<file path="src/rtl/smf_pkg.sv">
`timescale 1ns / 1ps
`default_nettype none

package smf_pkg;

  // sample and coefficient formats
  localparam int SAMPLE_BITS   = 24;
  localparam int COEF_BITS     = 16;
  localparam int CFG_BITS      = 16;
  localparam int CFG_ADDR_BITS = 3;
  localparam int PC_BITS       = 4;

  // datapath widths: operand holds y1 + x - x1, product adds the coefficient
  localparam int OPND_BITS = SAMPLE_BITS + 2;
  localparam int PROD_BITS = OPND_BITS + COEF_BITS + 1;
  localparam int RND_BITS  = PROD_BITS - COEF_BITS;
  localparam int SUM_BITS  = RND_BITS + 1;

  // envelope follower coefficients, 0.01 and 0.1 in Q0.COEF_BITS
  localparam logic [COEF_BITS-1:0] ATTACK_Q  = COEF_BITS'(((1 << COEF_BITS) + 50) / 100);
  localparam logic [COEF_BITS-1:0] RELEASE_Q = COEF_BITS'(((1 << COEF_BITS) + 5) / 10);

  // register reset values
  localparam logic [COEF_BITS-1:0] HP_ALPHA_RST      = COEF_BITS'(63396);
  localparam logic [COEF_BITS-1:0] LP_ALPHA_RST      = COEF_BITS'(2086);
  localparam logic [COEF_BITS-1:0] BAND_HP_ALPHA_RST = COEF_BITS'(63449);
  localparam logic [COEF_BITS-1:0] BAND_LP_ALPHA_RST = COEF_BITS'(22966);

  typedef logic [COEF_BITS-1:0] coef_t;
  typedef logic [PC_BITS-1:0]   pc_t;

  // configuration register indexes
  typedef enum logic [CFG_ADDR_BITS-1:0] {
    REG_MODEL_READY   = 3'd0,
    REG_STEM_MODE     = 3'd1,
    REG_HP_ALPHA      = 3'd2,
    REG_LP_ALPHA      = 3'd3,
    REG_BAND_HP_ALPHA = 3'd4,
    REG_BAND_LP_ALPHA = 3'd5
  } cfg_reg_t;

  typedef enum logic [1:0] {
    MODE_HIGHPASS  = 2'd0,
    MODE_TRANSIENT = 2'd1,
    MODE_LOWPASS   = 2'd2,
    MODE_BANDPASS  = 2'd3
  } stem_mode_t;

  // datapath operations
  typedef enum logic [3:0] {
    OP_NOP,
    OP_MUL_HP,
    OP_ACC_HP,
    OP_MUL_LP,
    OP_ACC_LP,
    OP_MUL_ENV,
    OP_ACC_ENV,
    OP_TRANS,
    OP_EMIT,
    OP_PASS
  } alu_op_t;

  // coefficient select
  typedef enum logic [2:0] {
    CS_HP,
    CS_LP,
    CS_BAND_HP,
    CS_BAND_LP,
    CS_ENV
  } coef_sel_t;

  // sequencer next-step kinds
  typedef enum logic [2:0] {
    J_SEQ,
    J_GOTO,
    J_NRDY,
    J_MODE,
    J_END
  } jmp_t;

  typedef struct packed {
    alu_op_t   op;
    coef_sel_t csel;
    jmp_t      jmp;
    pc_t       target;
  } ctrl_t;

  typedef struct packed {
    logic       ready;
    logic [1:0] mode;
    coef_t      hp_alpha;
    coef_t      lp_alpha;
    coef_t      band_hp_alpha;
    coef_t      band_lp_alpha;
  } cfg_t;

  typedef struct packed {
    logic signed [SAMPLE_BITS-1:0] sample_in;
    logic                          run_start;
  } in_item_t;

  typedef struct packed {
    logic signed [SAMPLE_BITS-1:0] sample_out;
    logic                          rejected;
  } out_item_t;

  // microprogram addresses
  localparam pc_t PC_CHECK    = 4'd0;
  localparam pc_t PC_DISPATCH = 4'd1;
  localparam pc_t PC_HP_MUL   = 4'd2;
  localparam pc_t PC_HP_ACC   = 4'd3;
  localparam pc_t PC_TR_MUL   = 4'd4;
  localparam pc_t PC_TR_ACC   = 4'd5;
  localparam pc_t PC_TR_OUT   = 4'd6;
  localparam pc_t PC_LP_MUL   = 4'd7;
  localparam pc_t PC_LP_ACC   = 4'd8;
  localparam pc_t PC_BP_HMUL  = 4'd9;
  localparam pc_t PC_BP_HACC  = 4'd10;
  localparam pc_t PC_BP_LMUL  = 4'd11;
  localparam pc_t PC_BP_LACC  = 4'd12;
  localparam pc_t PC_EMIT     = 4'd13;
  localparam pc_t PC_PASS     = 4'd14;

  localparam ctrl_t CTRL_IDLE = '{op: OP_NOP, csel: CS_HP, jmp: J_SEQ, target: PC_CHECK};

  // microprogram rom
  function automatic ctrl_t rom_word(input pc_t pc);
    ctrl_t w;
    begin
      case (pc)
        PC_CHECK:    w = '{op: OP_NOP,     csel: CS_HP,      jmp: J_NRDY, target: PC_PASS};
        PC_DISPATCH: w = '{op: OP_NOP,     csel: CS_HP,      jmp: J_MODE, target: PC_CHECK};
        PC_HP_MUL:   w = '{op: OP_MUL_HP,  csel: CS_HP,      jmp: J_SEQ,  target: PC_CHECK};
        PC_HP_ACC:   w = '{op: OP_ACC_HP,  csel: CS_HP,      jmp: J_GOTO, target: PC_EMIT};
        PC_TR_MUL:   w = '{op: OP_MUL_ENV, csel: CS_ENV,     jmp: J_SEQ,  target: PC_CHECK};
        PC_TR_ACC:   w = '{op: OP_ACC_ENV, csel: CS_ENV,     jmp: J_SEQ,  target: PC_CHECK};
        PC_TR_OUT:   w = '{op: OP_TRANS,   csel: CS_ENV,     jmp: J_GOTO, target: PC_EMIT};
        PC_LP_MUL:   w = '{op: OP_MUL_LP,  csel: CS_LP,      jmp: J_SEQ,  target: PC_CHECK};
        PC_LP_ACC:   w = '{op: OP_ACC_LP,  csel: CS_LP,      jmp: J_GOTO, target: PC_EMIT};
        PC_BP_HMUL:  w = '{op: OP_MUL_HP,  csel: CS_BAND_HP, jmp: J_SEQ,  target: PC_CHECK};
        PC_BP_HACC:  w = '{op: OP_ACC_HP,  csel: CS_BAND_HP, jmp: J_SEQ,  target: PC_CHECK};
        PC_BP_LMUL:  w = '{op: OP_MUL_LP,  csel: CS_BAND_LP, jmp: J_SEQ,  target: PC_CHECK};
        PC_BP_LACC:  w = '{op: OP_ACC_LP,  csel: CS_BAND_LP, jmp: J_SEQ,  target: PC_CHECK};
        PC_EMIT:     w = '{op: OP_EMIT,    csel: CS_HP,      jmp: J_END,  target: PC_CHECK};
        PC_PASS:     w = '{op: OP_PASS,    csel: CS_HP,      jmp: J_END,  target: PC_CHECK};
        default:     w = '{op: OP_PASS,    csel: CS_HP,      jmp: J_END,  target: PC_CHECK};
      endcase
      rom_word = w;
    end
  endfunction

  // entry point of each mode's routine
  function automatic pc_t mode_entry(input logic [1:0] mode);
    pc_t p;
    begin
      case (mode)
        MODE_HIGHPASS:  p = PC_HP_MUL;
        MODE_TRANSIENT: p = PC_TR_MUL;
        MODE_LOWPASS:   p = PC_LP_MUL;
        MODE_BANDPASS:  p = PC_BP_HMUL;
        default:        p = PC_HP_MUL;
      endcase
      mode_entry = p;
    end
  endfunction

  // saturate a wide sum to a sample
  function automatic logic signed [SAMPLE_BITS-1:0] sat_smp(
    input logic signed [SUM_BITS-1:0] v
  );
    logic [SUM_BITS-SAMPLE_BITS:0] top;
    begin
      top = v[SUM_BITS-1:SAMPLE_BITS-1];
      if (top == '0 || top == '1) begin
        sat_smp = v[SAMPLE_BITS-1:0];
      end else if (v[SUM_BITS-1]) begin
        sat_smp = {1'b1, {(SAMPLE_BITS-1){1'b0}}};
      end else begin
        sat_smp = {1'b0, {(SAMPLE_BITS-1){1'b1}}};
      end
    end
  endfunction

endpackage

`default_nettype wire

</file>
<file path="src/rtl/smf_seq.sv">
`timescale 1ns / 1ps
`default_nettype none

module smf_seq (
  input  wire logic           clk,
  input  wire logic           rst_n,
  input  wire logic           start,
  input  wire smf_pkg::cfg_t  cfg,
  input  wire logic           out_free,
  output smf_pkg::ctrl_t      ctrl,
  output logic                busy,
  output logic                fire
);

  smf_pkg::pc_t pc_r, pc_nxt;
  logic         busy_r, busy_nxt;

  // control word of the current step
  assign ctrl = busy_r ? smf_pkg::rom_word(pc_r) : smf_pkg::CTRL_IDLE;
  assign busy = busy_r;
  assign fire = busy_r && (ctrl.jmp == smf_pkg::J_END) && out_free;

  // step counter and jumps
  always_comb begin
    pc_nxt   = pc_r;
    busy_nxt = busy_r;
    if (!busy_r) begin
      if (start) begin
        busy_nxt = 1'b1;
        pc_nxt   = smf_pkg::PC_CHECK;
      end
    end else begin
      case (ctrl.jmp)
        smf_pkg::J_SEQ:  pc_nxt = pc_r + smf_pkg::pc_t'(1);
        smf_pkg::J_GOTO: pc_nxt = ctrl.target;
        smf_pkg::J_NRDY: pc_nxt = cfg.ready ? pc_r + smf_pkg::pc_t'(1) : ctrl.target;
        smf_pkg::J_MODE: pc_nxt = smf_pkg::mode_entry(cfg.mode);
        smf_pkg::J_END: begin
          if (out_free) begin
            busy_nxt = 1'b0;
          end
        end
        default: pc_nxt = pc_r;
      endcase
    end
  end

  always_ff @(posedge clk) begin
    if (!rst_n) begin
      pc_r   <= smf_pkg::PC_CHECK;
      busy_r <= 1'b0;
    end else begin
      pc_r   <= pc_nxt;
      busy_r <= busy_nxt;
    end
  end

endmodule

`default_nettype wire

</file>
<file path="src/rtl/smf_dp.sv">
`timescale 1ns / 1ps
`default_nettype none

module smf_dp (
  input  wire logic               clk,
  input  wire logic               rst_n,
  input  wire logic               start,
  input  wire smf_pkg::in_item_t  in_item,
  input  wire smf_pkg::ctrl_t     ctrl,
  input  wire smf_pkg::cfg_t      cfg,
  output smf_pkg::out_item_t      res
);

  localparam int SB = smf_pkg::SAMPLE_BITS;
  localparam int CB = smf_pkg::COEF_BITS;
  localparam int OW = smf_pkg::OPND_BITS;
  localparam int PW = smf_pkg::PROD_BITS;
  localparam int RW = smf_pkg::RND_BITS;
  localparam int SW = smf_pkg::SUM_BITS;
  localparam int DW = SB + 1;
  localparam logic signed [PW-1:0] RND_HALF = {{(PW-CB){1'b0}}, 1'b1, {(CB-1){1'b0}}};

  // working sample registers
  logic signed [SB-1:0] x_r;
  logic signed [SB-1:0] w_r;
  logic signed [PW-1:0] prod_r;

  // filter state
  logic signed [SB-1:0] prev_in_r;
  logic signed [SB-1:0] prev_hp_r;
  logic signed [SB-1:0] lp_r;
  logic        [SB-2:0] env_r;

  logic        [SB-2:0] mag;
  logic signed [SB-1:0] neg_x;
  logic signed [OW-1:0] opnd;
  smf_pkg::coef_t       coef;
  logic signed [CB:0]   coef_s;
  logic signed [PW-1:0] prod_nxt;
  logic signed [PW-1:0] rnd_full;
  logic signed [RW-1:0] rnd;
  logic signed [SB-1:0] base;
  logic signed [SW-1:0] acc_sum;
  logic signed [SB-1:0] acc_y;
  logic signed [DW-1:0] tr_diff;
  logic signed [DW-1:0] tr_half;
  logic signed [SW-1:0] tr_sum;
  logic signed [SB-1:0] tr_y;

  // saturating magnitude of the sample
  always_comb begin
    neg_x = -x_r;
    if (!x_r[SB-1]) begin
      mag = x_r[SB-2:0];
    end else if (x_r == {1'b1, {(SB-1){1'b0}}}) begin
      mag = '1;
    end else begin
      mag = neg_x[SB-2:0];
    end
  end

  // multiplier operand
  always_comb begin
    case (ctrl.op)
      smf_pkg::OP_MUL_HP:  opnd = OW'(prev_hp_r) + OW'(x_r) - OW'(prev_in_r);
      smf_pkg::OP_MUL_LP:  opnd = OW'(w_r) - OW'(lp_r);
      smf_pkg::OP_MUL_ENV: opnd = OW'($signed({1'b0, mag})) - OW'($signed({1'b0, env_r}));
      default:             opnd = '0;
    endcase
  end

  // coefficient select
  always_comb begin
    case (ctrl.csel)
      smf_pkg::CS_HP:      coef = cfg.hp_alpha;
      smf_pkg::CS_LP:      coef = cfg.lp_alpha;
      smf_pkg::CS_BAND_HP: coef = cfg.band_hp_alpha;
      smf_pkg::CS_BAND_LP: coef = cfg.band_lp_alpha;
      smf_pkg::CS_ENV:     coef = (mag > env_r) ? smf_pkg::ATTACK_Q : smf_pkg::RELEASE_Q;
      default:             coef = '0;
    endcase
  end

  assign coef_s   = $signed({1'b0, coef});
  assign prod_nxt = PW'(opnd) * PW'(coef_s);

  // round half up, then add the accumulate base
  assign rnd_full = prod_r + RND_HALF;
  assign rnd      = $signed(rnd_full[PW-1:CB]);

  always_comb begin
    case (ctrl.op)
      smf_pkg::OP_ACC_LP:  base = lp_r;
      smf_pkg::OP_ACC_ENV: base = $signed({1'b0, env_r});
      default:             base = '0;
    endcase
  end

  assign acc_sum = SW'(base) + SW'(rnd);
  assign acc_y   = smf_pkg::sat_smp(acc_sum);

  // transient output: x plus half the excess over the envelope
  assign tr_diff = DW'($signed({1'b0, mag})) - DW'($signed({1'b0, env_r})) + DW'(1);
  assign tr_half = tr_diff >>> 1;
  assign tr_sum  = SW'(x_r) + SW'(tr_half);
  assign tr_y    = smf_pkg::sat_smp(tr_sum);

  // filter state updates
  always_ff @(posedge clk) begin
    if (!rst_n) begin
      prev_in_r <= '0;
      prev_hp_r <= '0;
      lp_r      <= '0;
      env_r     <= '0;
    end else if (start) begin
      if (in_item.run_start) begin
        prev_in_r <= '0;
        prev_hp_r <= '0;
        lp_r      <= '0;
        env_r     <= '0;
      end
    end else begin
      case (ctrl.op)
        smf_pkg::OP_ACC_HP: begin
          prev_in_r <= x_r;
          prev_hp_r <= acc_y;
        end
        smf_pkg::OP_ACC_LP: begin
          lp_r <= acc_y;
        end
        smf_pkg::OP_ACC_ENV: begin
          env_r <= acc_y[SB-1] ? '0 : acc_y[SB-2:0];
        end
        default: begin
        end
      endcase
    end
  end

  // sample, working value and product registers
  always_ff @(posedge clk) begin
    if (start) begin
      x_r <= in_item.sample_in;
      w_r <= in_item.sample_in;
    end else begin
      case (ctrl.op)
        smf_pkg::OP_MUL_HP,
        smf_pkg::OP_MUL_LP,
        smf_pkg::OP_MUL_ENV: prod_r <= prod_nxt;
        smf_pkg::OP_ACC_HP,
        smf_pkg::OP_ACC_LP:  w_r <= acc_y;
        smf_pkg::OP_TRANS:   w_r <= tr_y;
        default: begin
        end
      endcase
    end
  end

  // result of the finishing step
  assign res.sample_out = (ctrl.op == smf_pkg::OP_PASS) ? x_r : w_r;
  assign res.rejected   = (ctrl.op == smf_pkg::OP_PASS);

endmodule

`default_nettype wire

</file>
<file path="src/rtl/stem_mode_one_pole_filter.sv">
// channel | direction | handshake          | payload
// in_     | input     | in_valid/in_stall   | in_item_t: sample_in, run_start
// out_    | output    | out_valid/out_stall | out_item_t: sample_out, rejected
// cfg_    | input     | cfg_we              | cfg_addr (register index), cfg_wdata
//
// A transaction runs through a microprogram on one shared multiplier; each
// coefficient multiply takes a product step and an accumulate step.
// Steps: check, then pass if not ready, else dispatch, the mode's multiply
// steps, an output step in transient mode, and emit; the next transaction
// is taken the cycle after the final step. Synchronous active-low reset resets
// configuration, clears filter state and handshake control. A stalled result
// holds the sequencer at its final step; the input stalls during a transaction.
`timescale 1ns / 1ps
`default_nettype none

module stem_mode_one_pole_filter (
  input  wire logic                                clk,
  input  wire logic                                rst_n,
  input  wire logic                                in_valid,
  output logic                                     in_stall,
  input  wire smf_pkg::in_item_t                   in_data,
  output logic                                     out_valid,
  input  wire logic                                out_stall,
  output smf_pkg::out_item_t                       out_data,
  input  wire logic                                cfg_we,
  input  wire logic [smf_pkg::CFG_ADDR_BITS-1:0]   cfg_addr,
  input  wire logic [smf_pkg::CFG_BITS-1:0]        cfg_wdata
);

  smf_pkg::cfg_t      cfg_r;
  smf_pkg::ctrl_t     ctrl;
  smf_pkg::out_item_t res;
  smf_pkg::out_item_t out_data_r;
  logic               out_valid_r;
  logic               busy;
  logic               fire;
  logic               start;
  logic               out_free;

  assign start    = in_valid && !busy;
  assign in_stall = busy;
  assign out_free = !out_valid_r || !out_stall;

  // configuration registers
  always_ff @(posedge clk) begin
    if (!rst_n) begin
      cfg_r.ready         <= 1'b0;
      cfg_r.mode          <= smf_pkg::MODE_HIGHPASS;
      cfg_r.hp_alpha      <= smf_pkg::HP_ALPHA_RST;
      cfg_r.lp_alpha      <= smf_pkg::LP_ALPHA_RST;
      cfg_r.band_hp_alpha <= smf_pkg::BAND_HP_ALPHA_RST;
      cfg_r.band_lp_alpha <= smf_pkg::BAND_LP_ALPHA_RST;
    end else if (cfg_we) begin
      case (cfg_addr)
        smf_pkg::REG_MODEL_READY:   cfg_r.ready         <= cfg_wdata[0];
        smf_pkg::REG_STEM_MODE:     cfg_r.mode          <= cfg_wdata[1:0];
        smf_pkg::REG_HP_ALPHA:      cfg_r.hp_alpha      <= cfg_wdata[smf_pkg::COEF_BITS-1:0];
        smf_pkg::REG_LP_ALPHA:      cfg_r.lp_alpha      <= cfg_wdata[smf_pkg::COEF_BITS-1:0];
        smf_pkg::REG_BAND_HP_ALPHA: cfg_r.band_hp_alpha <= cfg_wdata[smf_pkg::COEF_BITS-1:0];
        smf_pkg::REG_BAND_LP_ALPHA: cfg_r.band_lp_alpha <= cfg_wdata[smf_pkg::COEF_BITS-1:0];
        default: begin
        end
      endcase
    end
  end

  // microprogram sequencer
  smf_seq u_seq (
    .clk      (clk),
    .rst_n    (rst_n),
    .start    (start),
    .cfg      (cfg_r),
    .out_free (out_free),
    .ctrl     (ctrl),
    .busy     (busy),
    .fire     (fire)
  );

  // filter datapath
  smf_dp u_dp (
    .clk     (clk),
    .rst_n   (rst_n),
    .start   (start),
    .in_item (in_data),
    .ctrl    (ctrl),
    .cfg     (cfg_r),
    .res     (res)
  );

  // result register
  always_ff @(posedge clk) begin
    if (!rst_n) begin
      out_valid_r <= 1'b0;
    end else if (fire) begin
      out_valid_r <= 1'b1;
    end else if (!out_stall) begin
      out_valid_r <= 1'b0;
    end
  end

  always_ff @(posedge clk) begin
    if (fire) begin
      out_data_r <= res;
    end
  end

  assign out_valid = out_valid_r;
  assign out_data  = out_data_r;

endmodule

`default_nettype wire

</file>
<file path="config.mk">
export PLATFORM = sky130hd
export DESIGN_NAME = stem_mode_one_pole_filter
export DESIGN_NICKNAME = d
export VERILOG_FILES = /design/src/rtl/smf_pkg.sv /design/src/rtl/smf_seq.sv /design/src/rtl/smf_dp.sv /design/src/rtl/stem_mode_one_pole_filter.sv
export SDC_FILE = /design/constraint.sdc
export NUM_CORES = 2
export LEC_CHECK = 0
export CORE_ASPECT_RATIO = 0.75
export CORE_MARGIN = 1
export CORE_UTILIZATION = 35
export DETAILED_ROUTE_END_ITERATION = 12
export DONT_BUFFER_PORTS = 1
export GPL_TIMING_DRIVEN = 1
export PLACE_DENSITY = 0.63
export RECOVER_POWER = 25
export SYNTH_ARGS = -nofsm -noshare
export SYNTH_HDL_FRONTEND = slang
export SYNTH_HIERARCHICAL = 1
export SYNTH_SLANG_ARGS = --single-unit
</file>
<file path="constraint.sdc">
create_clock -name clk -period 9.7 [get_ports clk]
set_input_delay 0.485 -clock clk [delete_from_list [all_inputs] [get_ports clk]]
set_output_delay 0.485 -clock clk [all_outputs]
set_load 0.005 [all_outputs]
</file>
Word-level counts from Yosys, hierarchy flattened
Memory sizes are Yosys's and may differ from the RTL's. A register that Yosys moved wholly into a read port is not among the register bits.
Cells that the tools add are included.

storage, ports and cells
  memories kept = 1
  memory bits (read-only) = 224
  register bits after elaboration = 284
  logic and storage cells = 134

operators by class
  bitwise operators = 1
  equal/unequal tests = 30
  $add $sub $neg = 11
  mux-type cells = 38
  magnitude comparators = 1
  reduce and logical (&&, ||, !) cells = 33
  $mul = 1

memories
  name             words  bits a word  read ports  clocked after memory_dff  write ports  line            RTL
  (no name shown)  16     14           1           1                         0            smf_pkg.sv:130  case (pc)

operators with widths
  operator                                                          count
  24-bit 2-to-1 mux                                                 13
  23-bit 2-to-1 mux                                                 6
  24-bit case mux with 2 select lines                               2
  16-bit case mux with 5 select lines                               1
  26-bit case mux with 3 select lines                               1
  24-bit by 24-bit adder with 25-bit output                         2
  23-bit by 23-bit subtractor with 24-bit output                    2
  43-bit by 17-bit adder with 43-bit output, second input constant  1
  26-bit by 17-bit multiplier with 43-bit output                    1
  4-bit case mux with 4 select lines                                2
  24-bit by 27-bit adder with 28-bit output                         1
  25-bit by 24-bit subtractor with 26-bit output                    1
  24-bit by 2-bit adder with 25-bit output, second input constant   1
  24-bit by 24-bit subtractor with 25-bit output                    1
  24-bit == test, second input constant                             1
  23-bit > comparator                                               1
  23-bit negation                                                   1
  2-bit AND reduction                                               11
  4-bit 2-to-1 mux                                                  5
  3-bit by 2-bit == test with 1-bit output, second input constant   6
  4-bit by 3-bit == test with 1-bit output, second input constant   4
  14-bit 2-to-1 mux                                                 1
  13-bit 2-to-1 mux                                                 1
  3-bit == test, second input constant                              4
  23 further kinds                                                  45

Longest topological paths before layout
  depth in word-level cells = 11
  gate-level depth with buffers = 42

Modules after synthesis
The synthesis kept the hierarchy.

modules (own cells, without submodules)
  module                     cells an instance  area each (sq um)  instances  sequential area each (sq um)
  smf_dp                     3741               31192.4            1          4184.0
  stem_mode_one_pole_filter  288                3502.1             1          2112.0
  smf_seq                    137                1228.7             1          340.3

Worst setup path before layout
OpenSTA, ideal clock, no wires.

  path type = register -> register
  start point = register u_dp.x_r[2]
  end point = register u_dp.prod_r[33] (data pin)
  cell stages (with the launch flop) = 41
  library setup time = 0.258 ns
  data arrival time = 10.044 ns
  slack = -0.601 ns
  path buffers = 3
  required time = 9.442 ns
  cell sequence = edfxtp_1 > nor3_1 > nand4_1 > or2_1 > nand2b_1 > or4_1 > clkbuf_1 > o21ai_0 > ha_1 > buf_2 > a21o_1 > a21o_1 > a2111oi_1 > a21oi_1 > a221oi_2 > a21o_1 > a21boi_1 > o21ai_1 > [... 5 more ...] > inv_1 > fa_1 > fa_1 > inv_1 > fa_1 > inv_1 > fa_1 > inv_1 > ha_1 > a22o_1 > or4_1 > a221o_1 > a311o_1 > a31o_2 > o21a_1 > o21a_1 > nor2_1 > xnor2_1

on the way
  longest elaborated chain between the ends = 7
  elaborated cells between the ends (all ways) = 12

RTL lines
  item                                                line                        RTL
  start: declaration                                  smf_dp.sv:24                logic signed [SB-1:0] x_r;
  start signal: assignment                            smf_dp.sv:143               x_r <= in_item.sample_in;
  23-bit negation or 24-bit == test (tied branches)   smf_dp.sv:52, smf_dp.sv:55
  23-bit 2-to-1 mux                                   smf_dp.sv:55                end else if (x_r == {1'b1, {(SB-1){1'b0}}}) begin
  23-bit 2-to-1 mux                                   smf_dp.sv:53                if (!x_r[SB-1]) begin
  23-bit > comparator                                 smf_dp.sv:79                smf_pkg::CS_ENV: coef = (mag > env_r) ? smf_pkg::ATTACK_Q : smf_pkg::RELEASE_Q;
  13-bit 2-to-1 mux                                   smf_dp.sv:79
  16-bit case mux with 5 select lines                 smf_dp.sv:74                case (ctrl.csel)
  26-bit by 17-bit multiplier with 43-bit output (*)  smf_dp.sv:85                assign prod_nxt = PW'(opnd) * PW'(coef_s);
  named net u_dp.prod_nxt[33]                         smf_dp.sv:39                logic signed [PW-1:0] prod_nxt;
  end signal: assignment                              smf_dp.sv:149               smf_pkg::OP_MUL_ENV: prod_r <= prod_nxt;
  end: declaration                                    smf_dp.sv:26                logic signed [PW-1:0] prod_r;

The timed path passes the listed nets; every way through them passes the cells marked *.
A chain may end at the register's enable or synchronous reset.

Worst setup path after layout
  start point = register u_dp.x_r[4]
  end point = register u_dp.prod_r[42] (data pin)

Same word-level chain as after synthesis.

==> results.json <==
{
  "place_congestion": 0.9420,
  "p_sw_frac": 0.4149,
  "period_minus_slack_ns": 10.20,
  "clockBufferDepth": 3,
  "stdcell_area_mm2": 0.04388,
  "whs_path_depth": 2,
  "p_switching_mw": 2.422,
  "p_per_area_mw_per_mm2": 133.1,
  "end_kind": "flip-flop",
  "fmax_ghz": 0.09800,
  "fin_crit_sh": 1.052,
  "clockRootBuffer": "clkbuf_16",
  "power_frac_comb": 0.548,
  "antenna_cells": 0,
  "startpoint_type": "flip-flop",
  "syn-cell-area_mm2": 0.03590,
  "antenna_left": 0,
  "p_int_mw": 3.417,
  "tritoncts": "done",
  "multi_input_area_mm2": 0.02713,
  "violations": "negative setup slack",
  "row_count": 101,
  "core_mm2": 0.1015,
  "drt_wl_total_um": 117100,
  "hold_violations": 0,
  "hpwl_um": 95030,
  "die_y_um": 279.4,
  "cp.arrival_ns": 10.56,
  "layout.filler_cells": 9883,
  "route.detailed.drc": 0,
  "peakVddDrop_v": 0.0001383,
  "yosysWarnings": 6,
  "slowest_delay_ns": 0.55,
  "via_per_inst": 5.263,
  "seq_area_mm2": 0.006636,
  "clk_latency_ns": 0.61,
  "critPathSlowestCell": "or4_4",
  "crit_top_cell": "fa_1",
  "reg2reg_depth": 39,
  "grt_pass1_vias": 30460,
  "path_clk_slew_ns": 0.07,
  "slew_violations": 0,
  "cts_made_buffers": 31,
  "drive_above_1_share": 0.1928,
  "hp-class": "in -> reg",
  "io_buffers": 0,
  "finalClockSkew_ns": 0.009002,
  "htree_levels": 1,
  "setup_violations": 25,
  "maxCapViolCount": 0,
  "synthCells": 4162,
  "outcome": "finished, violations left",
  "relSlewSlack": 0.07016,
  "vias": 31310,
  "cts.sinks": 281,
  "grt_antenna_before_repair": 1,
  "rsz0062_at_grt": "true",
  "drt_iter0_drc": 3088,
  "critical_path_class": "reg -> reg",
  "drt_first_pass_iters": 5,
  "die_w_um": 371.8,
  "cp_max_fo": 6,
  "wl_per_cell_um": 19.68,
  "worst_slew_pin_slew_ns": 1.395,
  "nets": 5307,
  "area_growth_pct": 22.24,
  "grt_max_degree": 135,
  "fin_tns_setup_ns": -7.050,
  "synth_nets": 4882,
  "worst_slack_ns": -0.5039,
  "die-area_mm2": 0.1039,
  "seq_power_share": 0.237,
  "clockPowerShare": 0.215,
  "worstPathRequired_ns": 10.06,
  "leakage_nw": 19.98,
  "boundaryPins": 76,
  "grt_overflow": 0,
  "synth.avg_cell_area_um2": 8.625,
  "placed_area_mm2": 0.04087,
  "globalRouteTotalUtil": 0.2241,
  "grt_pass1_wl_um": 179600,
  "start_util": 0.3537
}
## power by group through the flow
stage / clock, mW / sequential, mW / combinational [mW]
2_1_floorplan: 0 / 1.38 / 1.92
3_3_place_gp: 0 / 1.41 / 2.89
3_5_place_dp: 0 / 1.41 / 2.93
4_1_cts: 1.27 / 1.38 / 3.09
5_1_grt: 1.31 / 1.39 / 3.53
6_report: 1.25 / 1.38 / 3.20
## flip-flops by register name (all words and copies together) (netlist names), named ones only
register / cells
u_dp/x_r: 24
u_dp/env_r: 23
u_dp/lp_r: 24
out_data: 25
u_seq/busy: 1
u_dp/prod_r: 28
out_valid: 1
u_seq/pc_r: 4
cfg_r: 67
u_dp/prev_hp_r: 24
u_dp/prev_in_r: 24
u_dp/w_r: 24
## worst paths after layout
check                         start           endpoint  slack [ns]
setup / recovery        u_dp/x_r[4]    u_dp/prod_r[42]       -0.50
hold / removal         cfg_wdata[2]          cfg_r[18]        0.03
setup reg to reg        u_dp/x_r[4]    u_dp/prod_r[42]       -0.50
hold reg to reg   u_dp/prev_hp_r[9]  u_dp/prev_hp_r[9]        0.45
## what timing repair did
item,in CTS,in global routing
resized for setup,167,99
setup endpoints to repair,27,28
cloned,2,0
hold buffers,30,0
setup buffers,36,23
pin swaps,81,97
hold endpoints to repair,31,0
## placed cells by master, fill, tap and decap left out, types with 71 or more instances in the layout
cell,instances
inv_1,688
nand2_1,465
o21ai_0,133
buf_4,477
ha_1,217
fa_1,415
nor3_1,74
nor2_1,179
xnor2_1,122
nor2b_1,137
a21oi_1,168
o21ai_1,89
and2_1,71
dfxtp_1,180
edfxtp_1,101
mux2i_1,78
## worst max-delay path: cells and delay by family (launching register included)
family,cells,cell delay [ns]
AOI/OAI and AO/OA,10,2.45
xor gates and xnor gates,2,0.35
adders and majority gates,8,3.62
buffers and inverters,9,0.77
DFF,1,0.41
and+or+nand+nor,10,2.34
## per-stage QoR
| stage | util | cells | hold slack [ns] | power [mW] | setup slack (ns) |
|---|---|---|---|---|---|
| 4_1_cts | 0.4270 | 5928 | 0.001599 | 5.741 | -0.3977 |
| 2_1_floorplan | - | 4162 | 0.4250 | 3.302 | -0.03793 |
| 3_3_place_gp | 0.4028 | 5804 | 0.4387 | 4.298 | -0.9674 |
| 5_1_grt | 0.4324 | 5949 | 0.03017 | 6.225 | -0.8076 |
| 3_5_place_dp | 0.4028 | 5804 | 0.4419 | 4.336 | -1.011 |
| 6_report | 0.4324 | 5949 | 0.02940 | 5.839 | -0.5039 |
## final cells by class
type,count,area share
inverter,710,0.06073
tap,1339,0.03818
clock buffer,44,0.02124
multi-input combinational,2999,0.6182
timing repair buffer,564,0.1080
sequential,281,0.1512
clock inverter,12,0.002424
## routing by layer
layer,routed length (µm),part of all wire,GRT usage,up-vias
met5,0,0,0,-
met4,2438,0.021,0.04235,0
met3,11940,0.10,0.05475,126
met2,48600,0.42,0.3250,1283
met1,54120,0.46,0.3350,15330
li1,-,-,-,14580
No activity file was read; power rests on OpenSTA's default activity.
